===== src/rtl/pmsp_pkg.sv =====
// Package for the permission mode string parser: character codes, parser types,
// and the mask helper functions for the symbolic reading. No dependencies.
`default_nettype none

package pmsp_pkg;

  localparam int unsigned CHAR_W = 8;
  localparam int unsigned MASK_W = 12;
  localparam int unsigned CNT_W  = 3;
  localparam int unsigned MAX_DIGITS = 4;

  // Character codes used by the grammar.
  localparam logic [CHAR_W-1:0] CH_PLUS  = 8'h2B;
  localparam logic [CHAR_W-1:0] CH_MINUS = 8'h2D;
  localparam logic [CHAR_W-1:0] CH_EQ    = 8'h3D;
  localparam logic [CHAR_W-1:0] CH_BSL   = 8'h5C;
  localparam logic [CHAR_W-1:0] CH_COMMA = 8'h2C;
  localparam logic [CHAR_W-1:0] CH_ZERO  = 8'h30;
  localparam logic [CHAR_W-1:0] CH_SEVEN = 8'h37;
  localparam logic [CHAR_W-1:0] CH_U     = 8'h75;
  localparam logic [CHAR_W-1:0] CH_G     = 8'h67;
  localparam logic [CHAR_W-1:0] CH_O     = 8'h6F;
  localparam logic [CHAR_W-1:0] CH_A     = 8'h61;
  localparam logic [CHAR_W-1:0] CH_R     = 8'h72;
  localparam logic [CHAR_W-1:0] CH_W     = 8'h77;
  localparam logic [CHAR_W-1:0] CH_X     = 8'h78;
  localparam logic [CHAR_W-1:0] CH_S     = 8'h73;
  localparam logic [CHAR_W-1:0] CH_T     = 8'h74;

  // Action codes reported on the result.
  localparam logic [1:0] ACT_SET = 2'd0;
  localparam logic [1:0] ACT_ADD = 2'd1;
  localparam logic [1:0] ACT_SUB = 2'd2;
  localparam logic [1:0] ACT_BSL = 2'd3;

  // Selector and permission bit groups.
  localparam logic [MASK_W-1:0] SEL_U    = 12'o4700;
  localparam logic [MASK_W-1:0] SEL_G    = 12'o2070;
  localparam logic [MASK_W-1:0] SEL_O    = 12'o1007;
  localparam logic [MASK_W-1:0] SEL_ALL  = 12'o7777;
  localparam logic [MASK_W-1:0] BITS_R   = 12'o0444;
  localparam logic [MASK_W-1:0] BITS_W   = 12'o0222;
  localparam logic [MASK_W-1:0] BITS_X   = 12'o0111;
  localparam logic [MASK_W-1:0] BITS_SUID = 12'o4000;
  localparam logic [MASK_W-1:0] BITS_SGID = 12'o2000;
  localparam logic [MASK_W-1:0] BITS_STKY = 12'o1000;
  localparam logic [MASK_W-1:0] BITS_S   = BITS_SUID | BITS_SGID;
  localparam logic [MASK_W-1:0] BITS_T   = BITS_STKY;
  localparam logic [MASK_W-1:0] GRP_U    = 12'o0700;
  localparam logic [MASK_W-1:0] GRP_G    = 12'o0070;
  localparam logic [MASK_W-1:0] GRP_O    = 12'o0007;

  typedef enum logic [1:0] {
    PH_SEL,
    PH_OP,
    PH_RUN,
    PH_COPY
  } phase_t;

  typedef enum logic [1:0] {
    OP_NONE,
    OP_ADD,
    OP_SUB,
    OP_SET
  } op_t;

  // State of one symbolic reading.
  typedef struct packed {
    logic              live;
    phase_t            phase;
    logic [MASK_W-1:0] mask;
    logic [MASK_W-1:0] sel;
    op_t               op;
    logic [MASK_W-1:0] bits;
  } hyp_t;

  localparam hyp_t HYP_RESET = '{
    live:  1'b1,
    phase: PH_SEL,
    mask:  '0,
    sel:   '0,
    op:    OP_NONE,
    bits:  '0
  };

  // Per-character controls for one symbolic reading.
  typedef struct packed {
    logic step;  // a character is processed this cycle
    logic call;  // the character is fed to this reading
    logic kill;  // the reading is dropped by this character
    logic last;  // the character ends the expression
  } hyp_ctrl_t;

  typedef struct packed {
    logic              live;
    logic [MASK_W-1:0] mask;
  } hyp_res_t;

  function automatic logic is_action(input logic [CHAR_W-1:0] c);
    return (c == CH_PLUS) || (c == CH_MINUS) || (c == CH_EQ);
  endfunction

  function automatic logic is_mode_char(input logic [CHAR_W-1:0] c);
    return is_action(c) || (c == CH_BSL);
  endfunction

  function automatic logic [MASK_W-1:0] run_bits(input logic [CHAR_W-1:0] c);
    logic [MASK_W-1:0] r;
    unique case (c)
      CH_R:    r = BITS_R;
      CH_W:    r = BITS_W;
      CH_X:    r = BITS_X;
      CH_S:    r = BITS_S;
      CH_T:    r = BITS_T;
      default: r = '0;
    endcase
    return r;
  endfunction

  // Copy the permissions of one class (u, g or o) to every class.
  function automatic logic [MASK_W-1:0] copy_bits(input logic [MASK_W-1:0] m,
                                                   input logic [CHAR_W-1:0] c);
    logic [MASK_W-1:0] b;
    b = '0;
    if (c == CH_U) begin
      b = m & GRP_U;
      b = b | (b >> 3) | (b >> 6) | (m & BITS_SUID);
    end else if (c == CH_G) begin
      b = m & GRP_G;
      b = b | (b >> 3) | (b << 3) | (m & BITS_SGID);
    end else begin
      b = m & GRP_O;
      b = b | (b << 6) | (b << 3) | (m & BITS_STKY);
    end
    return b;
  endfunction

  // Fold the pending action into the mask.
  function automatic logic [MASK_W-1:0] commit_mask(input hyp_t h);
    logic [MASK_W-1:0] b;
    logic [MASK_W-1:0] m;
    b = h.bits & h.sel;
    m = h.mask;
    unique case (h.op)
      OP_ADD:  m = m | b;
      OP_SUB:  m = m & ~b;
      OP_SET:  m = (m & ~h.sel) | b;
      default: m = h.mask;
    endcase
    return m;
  endfunction

endpackage

`default_nettype wire


===== src/rtl/pmsp_if.sv =====
// Valid/ready channels for parser characters and parse results.
// Depends on pmsp_pkg for field widths.
`default_nettype none

interface pmsp_in_if;
  logic                         valid;
  logic                         ready;
  logic [pmsp_pkg::CHAR_W-1:0]  char_code;
  logic                         last_char;

  modport source (output valid, output char_code, output last_char, input ready);
  modport sink   (input valid, input char_code, input last_char, output ready);
endinterface

interface pmsp_out_if;
  logic                         valid;
  logic                         ready;
  logic                         valid_res;
  logic [pmsp_pkg::MASK_W-1:0]  perm_mask;
  logic [1:0]                   apply_action;

  modport source (output valid, output valid_res, output perm_mask, output apply_action,
                  input ready);
  modport sink   (input valid, input valid_res, input perm_mask, input apply_action,
                  output ready);
endinterface

`default_nettype wire


===== src/rtl/pmsp_hyp.sv =====
// One symbolic reading of the expression: holds its state and folds actions.
// Depends on pmsp_pkg.
`default_nettype none

module pmsp_hyp (
  input  wire logic                        clk,
  input  wire logic                        rst,
  input  wire pmsp_pkg::hyp_ctrl_t         ctrl,
  input  wire logic [pmsp_pkg::CHAR_W-1:0] ch,
  output pmsp_pkg::hyp_res_t               res
);
  import pmsp_pkg::*;

  hyp_t cur;
  hyp_t upd;
  hyp_t cur_next;

  always_comb begin
    upd = cur;
    if (ctrl.call && cur.live) begin
      priority if (cur.phase == PH_SEL &&
                   (ch == CH_U || ch == CH_G || ch == CH_O || ch == CH_A)) begin
        priority case (ch)
          CH_U:    upd.sel = cur.sel | SEL_U;
          CH_G:    upd.sel = cur.sel | SEL_G;
          CH_O:    upd.sel = cur.sel | SEL_O;
          default: upd.sel = SEL_ALL;
        endcase
      end else if (is_action(ch)) begin
        if (cur.phase == PH_SEL) begin
          if (cur.sel == '0) begin
            upd.sel = SEL_ALL;
          end
        end else begin
          upd.mask = commit_mask(cur);
        end
        priority case (ch)
          CH_PLUS:  upd.op = OP_ADD;
          CH_MINUS: upd.op = OP_SUB;
          default:  upd.op = OP_SET;
        endcase
        upd.bits  = '0;
        upd.phase = PH_OP;
      end else if (cur.phase == PH_OP && (ch == CH_U || ch == CH_G || ch == CH_O)) begin
        upd.bits  = copy_bits(cur.mask, ch);
        upd.phase = PH_COPY;
      end else if ((cur.phase == PH_OP || cur.phase == PH_RUN) && run_bits(ch) != '0) begin
        upd.bits  = cur.bits | run_bits(ch);
        upd.phase = PH_RUN;
      end else if (ch == CH_COMMA && cur.phase != PH_SEL) begin
        upd.mask  = commit_mask(cur);
        upd.op    = OP_NONE;
        upd.bits  = '0;
        upd.sel   = '0;
        upd.phase = PH_SEL;
      end else begin
        upd.live = 1'b0;
      end
    end
    if (ctrl.kill) begin
      upd.live = 1'b0;
    end

    // A reading that ends inside a selector (empty or trailing token) is invalid.
    res.live = upd.live && (upd.phase != PH_SEL);
    res.mask = commit_mask(upd);

    cur_next = ctrl.last ? HYP_RESET : upd;
  end

  always_ff @(posedge clk) begin
    if (rst) begin
      cur <= HYP_RESET;
    end else if (ctrl.step) begin
      cur <= cur_next;
    end
  end

endmodule

`default_nettype wire


===== src/rtl/permission_mode_string_parser_core.sv =====
// Permission expression parser, one character per item, one result per expression.
// An accepted character is held in the input register; the result of the last
// character is then written into the result register when it is free.
// Throughput: one character per cycle; limited only by the result register draining.
// Reset (rst, synchronous, active high) empties both registers and restarts parsing.
`default_nettype none

module permission_mode_string_parser_core (
  input  wire logic clk,
  input  wire logic rst,
  pmsp_in_if.sink   din,
  pmsp_out_if.source dout
);
  import pmsp_pkg::*;

  // Input register. Characters that do not end the expression never need the
  // result register, so they move on even while a result waits to be taken.
  logic              s1_valid;
  logic [CHAR_W-1:0] s1_char;
  logic              s1_last;
  logic              proc;

  assign proc      = s1_valid && (!s1_last || !dout.valid || dout.ready);
  assign din.ready = !s1_valid || proc;

  always_ff @(posedge clk) begin
    if (rst) begin
      s1_valid <= 1'b0;
    end else if (din.ready) begin
      s1_valid <= din.valid;
    end
  end

  always_ff @(posedge clk) begin
    if (din.ready && din.valid) begin
      s1_char <= din.char_code;
      s1_last <= din.last_char;
    end
  end

  // The first character decides whether a mode character leads the expression.
  // If it does, it is consumed as the mode by the mode reading (hypothesis 1),
  // while hypothesis 0 still sees it as a first action. The numeric reading
  // skips a leading mode character.
  logic              first_seen;
  logic [1:0]        mode_code;
  logic [MASK_W-1:0] num_value;
  logic [CNT_W-1:0]  digit_count;
  logic              num_live;

  logic              lead_mode;
  logic              num_call;
  logic [1:0]        mode_n;
  logic [MASK_W-1:0] num_value_n;
  logic [CNT_W-1:0]  digit_count_n;
  logic              num_live_n;
  logic              is_digit;

  assign lead_mode = !first_seen && is_mode_char(s1_char);
  assign num_call  = first_seen || !is_mode_char(s1_char);
  assign is_digit  = (s1_char >= CH_ZERO) && (s1_char <= CH_SEVEN);

  always_comb begin
    mode_n = mode_code;
    if (!first_seen) begin
      priority case (s1_char)
        CH_PLUS:  mode_n = ACT_ADD;
        CH_MINUS: mode_n = ACT_SUB;
        CH_BSL:   mode_n = ACT_BSL;
        default:  mode_n = ACT_SET;
      endcase
    end

    num_value_n   = num_value;
    digit_count_n = digit_count;
    num_live_n    = num_live;
    if (num_call && num_live) begin
      if (is_digit && digit_count < CNT_W'(MAX_DIGITS)) begin
        num_value_n   = {num_value[MASK_W-4:0], s1_char[2:0]};
        digit_count_n = digit_count + CNT_W'(1);
      end else begin
        num_live_n = 1'b0;
      end
    end
  end

  always_ff @(posedge clk) begin
    if (rst) begin
      first_seen  <= 1'b0;
      mode_code   <= ACT_SET;
      num_value   <= '0;
      digit_count <= '0;
      num_live    <= 1'b1;
    end else if (proc) begin
      if (s1_last) begin
        first_seen  <= 1'b0;
        mode_code   <= ACT_SET;
        num_value   <= '0;
        digit_count <= '0;
        num_live    <= 1'b1;
      end else begin
        first_seen  <= 1'b1;
        mode_code   <= mode_n;
        num_value   <= num_value_n;
        digit_count <= digit_count_n;
        num_live    <= num_live_n;
      end
    end
  end

  // Two symbolic readings: hypothesis 0 has no mode character, hypothesis 1
  // takes the first character as the mode.
  hyp_ctrl_t ctrl0;
  hyp_ctrl_t ctrl1;
  hyp_res_t  res0;
  hyp_res_t  res1;

  assign ctrl0 = '{step: proc, call: 1'b1, kill: 1'b0, last: s1_last};
  assign ctrl1 = '{step: proc, call: first_seen,
                   kill: !first_seen && !lead_mode, last: s1_last};

  pmsp_hyp u_hyp0 (
    .clk  (clk),
    .rst  (rst),
    .ctrl (ctrl0),
    .ch   (s1_char),
    .res  (res0)
  );

  pmsp_hyp u_hyp1 (
    .clk  (clk),
    .rst  (rst),
    .ctrl (ctrl1),
    .ch   (s1_char),
    .res  (res1)
  );

  // Result selection: the numeric reading wins, then the mode reading, then
  // the reading without a mode character (which reports '=' as its action).
  logic              res_valid_n;
  logic [MASK_W-1:0] res_mask_n;
  logic [1:0]        res_act_n;

  always_comb begin
    res_valid_n = 1'b0;
    res_mask_n  = '0;
    res_act_n   = ACT_SET;
    priority if (num_live_n && digit_count_n != '0) begin
      res_valid_n = 1'b1;
      res_mask_n  = num_value_n;
      res_act_n   = mode_n;
    end else if (res1.live) begin
      res_valid_n = 1'b1;
      res_mask_n  = res1.mask;
      res_act_n   = mode_n;
    end else if (res0.live) begin
      res_valid_n = 1'b1;
      res_mask_n  = res0.mask;
      res_act_n   = ACT_SET;
    end else begin
      res_valid_n = 1'b0;
    end
  end

  // Result register.
  always_ff @(posedge clk) begin
    if (rst) begin
      dout.valid <= 1'b0;
    end else if (proc && s1_last) begin
      dout.valid <= 1'b1;
    end else if (dout.ready) begin
      dout.valid <= 1'b0;
    end
  end

  always_ff @(posedge clk) begin
    if (proc && s1_last) begin
      dout.valid_res    <= res_valid_n;
      dout.perm_mask    <= res_mask_n;
      dout.apply_action <= res_act_n;
    end
  end

`ifndef SYNTHESIS
  // A new result only appears after a last character was processed.
  assert property (@(posedge clk) disable iff (rst)
    $rose(dout.valid) |-> $past(proc && s1_last))
    else $error("result appeared without a last character");

  // An invalid result carries a zero mask and the '=' action.
  assert property (@(posedge clk) disable iff (rst)
    (dout.valid && !dout.valid_res) |-> (dout.perm_mask == '0 && dout.apply_action == ACT_SET))
    else $error("invalid result carries nonzero fields");

  // The digit counter never passes the longest octal number.
  assert property (@(posedge clk) disable iff (rst)
    digit_count <= CNT_W'(MAX_DIGITS))
    else $error("digit count overflow");

  // A result held while stalled is not overwritten by a last character.
  assert property (@(posedge clk) disable iff (rst)
    (dout.valid && !dout.ready && s1_valid && s1_last) |-> !proc)
    else $error("pending result overwritten");
`endif

endmodule

`default_nettype wire

===== src/flat_wrapper.sv =====
// flat-port wrapper written by rule: the top's interface ports become plain ports
module permission_mode_string_parser_core_flat import pmsp_pkg::*;
  (clk, rst, din_valid, din_char_code, din_last_char, din_ready, dout_valid, dout_valid_res, dout_perm_mask, dout_apply_action, dout_ready);
  pmsp_in_if din_i ();
  pmsp_out_if dout_i ();
  input  wire logic clk;
  input  wire logic rst;
  input wire logic [$bits(din_i.valid)-1:0] din_valid;
  input wire logic [$bits(din_i.char_code)-1:0] din_char_code;
  input wire logic [$bits(din_i.last_char)-1:0] din_last_char;
  output wire logic [$bits(din_i.ready)-1:0] din_ready;
  output wire logic [$bits(dout_i.valid)-1:0] dout_valid;
  output wire logic [$bits(dout_i.valid_res)-1:0] dout_valid_res;
  output wire logic [$bits(dout_i.perm_mask)-1:0] dout_perm_mask;
  output wire logic [$bits(dout_i.apply_action)-1:0] dout_apply_action;
  input wire logic [$bits(dout_i.ready)-1:0] dout_ready;
  assign din_i.valid = din_valid;
  assign din_i.char_code = din_char_code;
  assign din_i.last_char = din_last_char;
  assign din_ready = din_i.ready;
  assign dout_valid = dout_i.valid;
  assign dout_valid_res = dout_i.valid_res;
  assign dout_perm_mask = dout_i.perm_mask;
  assign dout_apply_action = dout_i.apply_action;
  assign dout_i.ready = dout_ready;
  permission_mode_string_parser_core u_core (.clk(clk), .rst(rst), .din(din_i), .dout(dout_i));
endmodule

===== config.mk =====
export PLATFORM = sky130hd
export DESIGN_NAME = permission_mode_string_parser_core_flat
export DESIGN_NICKNAME = d
export VERILOG_FILES = /design/src/rtl/pmsp_pkg.sv /design/src/rtl/pmsp_if.sv /design/src/rtl/pmsp_hyp.sv /design/src/rtl/permission_mode_string_parser_core.sv /design/src/flat_wrapper.sv
export SDC_FILE = /design/constraint.sdc
export NUM_CORES = 1
export LEC_CHECK = 0
export BUFFER_PORTS_ARGS = -buffer_cell sky130_fd_sc_hd__buf_2
export CAP_MARGIN = 20
export CELL_PAD_IN_SITES_DETAIL_PLACEMENT = 1
export CELL_PAD_IN_SITES_GLOBAL_PLACEMENT = 2
export CORE_MARGIN = 5
export CORE_UTILIZATION = 38
export CTS_BUF_LIST = sky130_fd_sc_hd__clkbuf_16
export DETAILED_ROUTE_END_ITERATION = 16
export PLACE_DENSITY_LB_ADDON = 0.1
export SYNTH_ARGS = -nofsm -noshare
export SYNTH_HDL_FRONTEND = slang
export SYNTH_SLANG_ARGS = --single-unit

===== constraint.sdc =====
create_clock -name clk -period 3.5 [get_ports clk]
set_clock_uncertainty 0.05 [all_clocks]
set_input_delay 0.175 -clock clk [delete_from_list [all_inputs] [get_ports clk]]
set_output_delay 0.175 -clock clk [all_outputs]
set_load 0.005 [all_outputs]

# Word-level counts from Yosys, hierarchy flattened
# Index checks and enable logic that the tools add are counted.
# word_totals
ff_bits,127
wordCells,249
# op_classes
addsub,1
n_eq_ne,30
n_reduce_logical,51
n_bitwise,48
n_lt_le_gt_ge,3
mux,92
# ops
cell,n
12-bit two-way mux,38
12-bit case mux with 3 select lines,6
41-bit two-way mux,4
40-bit two-way mux,4
12-bit bitwise AND,12
12-bit bitwise OR,10
26-bit two-way mux,4
12-bit NOT,8
"8-bit by 7-bit equality test with 1-bit output, second input constant",10
12-bit case mux with 5 select lines,1
9-bit by 6-bit bitwise OR with 9-bit output,4
"8-bit by 6-bit equality test with 1-bit output, second input constant",4
15-bit two-way mux,2
14-bit two-way mux,2
12-bit logical NOT,2
9-bit by 12-bit bitwise OR with 12-bit output,2
12-bit nonzero test,2
11-bit two-way mux,2
9-bit by 11-bit bitwise OR with 11-bit output,2
"2-bit equality test, second input constant",10
1-bit logical AND,20
9-bit by 10-bit bitwise OR with 10-bit output,2
3-bit by 9-bit bitwise OR with 9-bit output,2
6-bit by 9-bit bitwise OR with 9-bit output,2
18 further kinds,70

# Longest topological paths before layout
# depth
depth_word,28
ltp_mapped,13
depth_no_buf,10

# Hierarchy
# Synthesis repeated with hierarchy kept, for this count alone.
# unflattened
hier_cells,1038
area_unflattened_um2,8453.1
# modules_own_cells
mod,cells_per_inst,instances,area_per_inst_um2
pmsp_hyp at u_core.u_hyp1,442,1,3310.7
pmsp_hyp at u_core.u_hyp0,413,1,3015.4
permission_mode_string_parser_core,183,1,2127.0

# Least setup slack after synthesis
# Ideal clock, no wire load.
# synth_timing
path_type,reg2reg
start,register u_core.s1_char[6]
end,register u_core.dout.perm_mask[7] (data pin)
t_arrival_ps,2784
t_required_ps,3191
setup_slack_ps,407
path_stages_with_launch,13
cell_sequence,edfxtp_1 clkbuf_1 and4b_1 buf_6 and2_4 buf_6 a221o_1 buf_6 o32a_4 o21a_1 a22o_1 o31a_1 a211o_1
# synth_between
elab_chain_len,20
# synth_rtl
item,line,text
"start, declared",permission_mode_string_parser_core.sv:19,logic [CHAR_W-1:0] s1_char;
"start signal, assigned",permission_mode_string_parser_core.sv:36,s1_char <= din.char_code;
8-bit by 7-bit equality test with 1-bit output,pmsp_pkg.sv:109,unique case (c)
12-bit case mux with 5 select lines,pmsp_pkg.sv:109,
12-bit two-way mux (on tied branches),"pmsp_hyp.sv:44, pmsp_hyp.sv:47",
12-bit two-way mux (on tied branches),"pmsp_hyp.sv:29, pmsp_hyp.sv:44",
12-bit two-way mux (on tied branches),"pmsp_hyp.sv:21, pmsp_hyp.sv:29",
12-bit two-way mux (on tied branches),"pmsp_hyp.sv:20, pmsp_hyp.sv:21",
12-bit nonzero test or 12-bit two-way mux (tied branches),"pmsp_hyp.sv:47, pmsp_hyp.sv:20",
1-bit logical AND or 12-bit bitwise OR (tied branches),"pmsp_hyp.sv:47, pmsp_hyp.sv:48",
[... 5 more ...],--,
12-bit NOT or 12-bit bitwise AND (tied branches),"pmsp_pkg.sv:147, pmsp_pkg.sv:142",
12-bit bitwise AND or 12-bit NOT (tied branches),"pmsp_pkg.sv:147, pmsp_pkg.sv:146",
12-bit bitwise OR or 12-bit bitwise AND (tied branches),"pmsp_pkg.sv:147, pmsp_pkg.sv:146",
12-bit case mux with 3 select lines,pmsp_pkg.sv:144,unique case (h.op)
12-bit two-way mux,permission_mode_string_parser_core.sv:156,end else if (res0.live) begin
12-bit two-way mux,permission_mode_string_parser_core.sv:152,end else if (res1.live) begin
12-bit two-way mux *,permission_mode_string_parser_core.sv:148,priority if (num_live_n && digit_count_n != '0) begin
via u_core.res_mask_n[7],permission_mode_string_parser_core.sv:141,logic [MASK_W-1:0] res_mask_n;
"end signal, assigned",permission_mode_string_parser_core.sv:179,dout.perm_mask <= res_mask_n;
"end, declared",pmsp_if.sv:22,"modport source (output valid, output valid_res, output perm_mask, output apply_action,"
# Mark *: on every way through the listed nets, which the timed path passes. The rest lies on a longest branch. The select of a mux whose other input is x is not followed.
# A chain may end at the register's enable or synchronous reset.

# Worst setup path after layout
# layout_timing
start,register u_core.s1_char[6]
end,register u_core.dout.perm_mask[9] (data pin)
# Same word-level chain as after synthesis.

==> impl_metrics.tcl <==
set metrics [dict create \
    status "completed" \
    crit-reg2reg-capture "u_core.dout.perm_mask[9]" \
    yosys.area_share.simple_pct 19.5 \
    cts.clk_slew.worst_paths_ns 0.06 \
    p_switching_uw 954 \
    initial_core_util_pct 38.3 \
    grt_max_degree 70 \
    final_area_um2 9000 \
    power_density_nw_per_um2 385 \
    report.final.hold_viol_count 0 \
    nets 997 \
    cp_data_required_time_ns 3.62 \
    period_minus_slack_ns 3.42 \
    dp_hpwl_um 22900 \
    synth_edf_count 24 \
    cts.sinks 127 \
    ys_warn_count 0 \
    ys_types 75 \
    cts_tree "built" \
    synthCells 895 \
    place_area_um2 8200 \
    die_w_um 149 \
    drv_cap 0 \
    grt_pass1_vias 7950 \
    p_int_mw 2.51 \
    critPathLaunchType "flop" \
    die_area_um2 22300 \
    wirelength_um 31600 \
    grt_first_pass_wirelength_um 48200 \
    antenna_found_initial 0 \
    drc_errors 0 \
    ios 30 \
    vias 7975 \
    place_congestion 0.906 \
    cp-end-kind "flop" \
    cp_num_cells 10 \
    first_pass_iters 5 \
    p_comb_share_pct 6.9 \
    max_freq_ghz 0.292 \
    ys_seq_elements 127 \
    fp-row-count 51 \
    diodes 0 \
    io_buffers 29 \
    leakage_nw 3.19 \
    seqPwrFrac_pct 43.9 \
    min_from "dout_ready" \
    slew_violations 0 \
    clk_path_buf_depth 2 \
    min_to "u_core.dout.valid" \
    synth_compound_area_share_pct 34.6 \
    synth_mux_area_share_pct 2.61 \
    vdd_drop_max_uv 271 \
    hold_depth 4 \
    setup_violations 0 \
    finalCritPeriodShare_pct 97.8 \
    drt-initial-drc-count 678 \
    path_delay_family "compound AO/OA/AOI/OAI gates" \
    cp.arrival_ns 3.55 \
    reg2reg_from "u_core.s1_char[6]" \
    timing.hold.ws_ns 0.0349 \
    cts_made_buffers 17 \
    fp.dieH_um 149 \
    coreArea_um2 19300 \
    synth-main-ff-cell "dfxtp_1" \
    p_clk_share_pct 49.2 \
    critical-path-max-stage-delay_ns 0.53 \
    clk_latency_ns 0.43 \
    cts-root-buf "clkbuf_16" \
    wire_per_inst_um 25.1 \
    r2r_cells 10 \
    ys_async_sr_fraction_pct 0 \
    p_total_mw 3.46 \
    synth_top_family_by_area "compound AO/OA/AOI/OAI gates" \
    critPathKind "flop to flop" \
    syn_area_um2 7370 \
    area_growth_pct 22.0 \
    vias_per_cell 6.34 \
    htreeDepth 4 \
    fin_util_pct 46.7 \
    ant_nets 0 \
    switching_share_pct 27.5 \
    cp_max_fo 7 \
    grt_usage_pct 28.4 \
    maxSlewHeadroom_pct 39.5 \
    synthXorXnorAreaFrac_pct 0.238 \
    critPathSlowestCell "or3b_2" \
    rrSetupSlack_ns 0.08 \
    avgSynthCellArea_um2 8.24 \
    syn_nets 913 \
    worstPathBufferInverterCount 2 \
    path_cells "or3b_2 > a211oi_4 > buf_4 > and2_1 > o32a_1 > o211ai_1 > o211ai_1 > a2111oi_0 > buf_4 > a211o_1" \
    layout-drive-gt1-share_pct 19.2 \
    worstMarginPinSlew_ns 0.899 \
    synthAdderAreaFrac_pct 0.848 \
    hold_class "input pin to flop" \
    synth_seq_area_share_pct 37.7 \
    overflow 0 \
]
## how the worst max path moves through the flow
stage                            startpoint                       end  slack [ns]
after floorplan           u_core.s1_char[6]  u_core.dout.perm_mask[7]        0.41
after global placement    u_core.s1_char[2]  u_core.dout.perm_mask[5]       -0.25
after detailed placement  u_core.s1_char[2]  u_core.dout.perm_mask[5]       -0.16
after CTS                 u_core.s1_char[2]  u_core.dout.perm_mask[4]        0.03
after global routing      u_core.s1_char[6]  u_core.dout.perm_mask[4]       -0.05
final                     u_core.s1_char[6]  u_core.dout.perm_mask[9]        0.08
## flip-flops by register name, indices dropped and copies added, names as in the netlist
register,cells
u_core.digit_count,3
u_core.mode_code,2
u_core.dout.valid,1
u_core.dout.valid_res,1
u_core.u_hyp1.cur,41
u_core.dout.perm_mask,12
u_core.s1_valid,1
u_core.num_live,1
u_core.dout.apply_action,2
u_core.num_value,12
u_core.s1_char,8
u_core.first_seen,1
u_core.u_hyp0.cur,41
u_core.s1_last,1
## power by group through the flow
stage	combinational [mW]	clock, mW	sequential [mW]
5_1_grt	0.251	1.79	1.52
6_report	0.238	1.70	1.52
2_1_floorplan	0.126	0	1.54
3_3_place_gp	0.211	0	1.55
4_1_cts	0.223	1.73	1.52
3_5_place_dp	0.213	0	1.55
## logic make-up after synthesis
family | Yosys count
compound gates | 360
simple gates | 305
fa+ha+maj | 5
buf+inv | 77
mux | 19
flops | 127
xor+xnor | 2
## per-stage QoR
stage | std cells | TNS (ns) | setup WS (ns)
5_1_grt | 1257 | -0.127 | -0.0499
4_1_cts | 1246 | 0 | 0.0294
2_1_floorplan | 895 | 0 | 0.407
6_report | 1257 | 0 | 0.0772
3_5_place_dp | 1203 | -0.291 | -0.157
3_3_place_gp | 1203 | -0.444 | -0.248
## per-layer routing
layer	part of all wire, %	vias up	GRT usage [%]
met5	0	-	0
met4	3.6	0	11.9
met1	45	4062	38.5
met2	45	263	44.1
li1	-	3588	-
met3	5.9	62	5.80
## area by class of cell
type / instances / area (µm²)
inverter: 14 / 52.6
timing repair buffer: 128 / 936
multi-input combinational: 691 / 4350
clock inverter: 15 / 120
sequential: 127 / 2780
clock buffer: 17 / 425
fill: 2328 / 10300
tap: 265 / 332
## synthesized netlist by cell type (5+ instances only)
cell | count | area, µm²
nor3_1 | 10 | 50.1
nand2_1 | 73 | 274
o22ai_1 | 7 | 43.8
nor4_1 | 9 | 56.3
a32o_1 | 8 | 80.1
o21ai_0 | 52 | 260
clkbuf_1 | 45 | 169
nor2_1 | 132 | 495
nand4_1 | 5 | 31.3
a211oi_1 | 14 | 105
inv_1 | 14 | 52.6
a211o_1 | 6 | 52.6
a31oi_1 | 10 | 62.6
a221o_1 | 9 | 90.1
a2bb2oi_1 | 6 | 52.6
a21oi_1 | 87 | 435
o211ai_1 | 23 | 173
a32oi_1 | 11 | 96.3
a21o_1 | 10 | 75.1
dfxtp_1 | 103 | 2060
nor2b_1 | 5 | 31.3
o32ai_1 | 15 | 131
ha_1 | 5 | 62.6
buf_1 | 5 | 18.8
mux2i_1 | 17 | 170
a22oi_1 | 40 | 300
o21a_1 | 15 | 113
o21bai_1 | 7 | 52.6
edfxtp_1 | 24 | 721
or3_1 | 5 | 31.3
and3_1 | 7 | 43.8
nand3_1 | 23 | 115
buf_2 | 9 | 45.0
## worst reg2reg max path, delay by kind of cell (launching register included)
kind,cells,cell delay [ns]
buffers and inverters,2,0.37
and+or+nand+nor,2,0.74
AOI/OAI and AO/OA,6,1.53
DFF,1,0.48
## placed cells by master (no fill, tap or decap), types with 22 or more instances in the layout
cell type / instances
o211ai_1: 23
edfxtp_1: 24
nand2_1: 72
a22oi_1: 40
buf_2: 28
nand3_1: 22
o21ai_0: 50
a21oi_1: 87
dfxtp_1: 103
nor2_1: 130
buf_4: 87
## timing repair
action,CTS,global route
pin swaps,2,3
buffers inserted,1,10
hold endpoints to repair,10,0
resized for setup,6,15
setup endpoints to repair,8,12
hold buffers,10,0
Power figures use the tool's default switching activity.
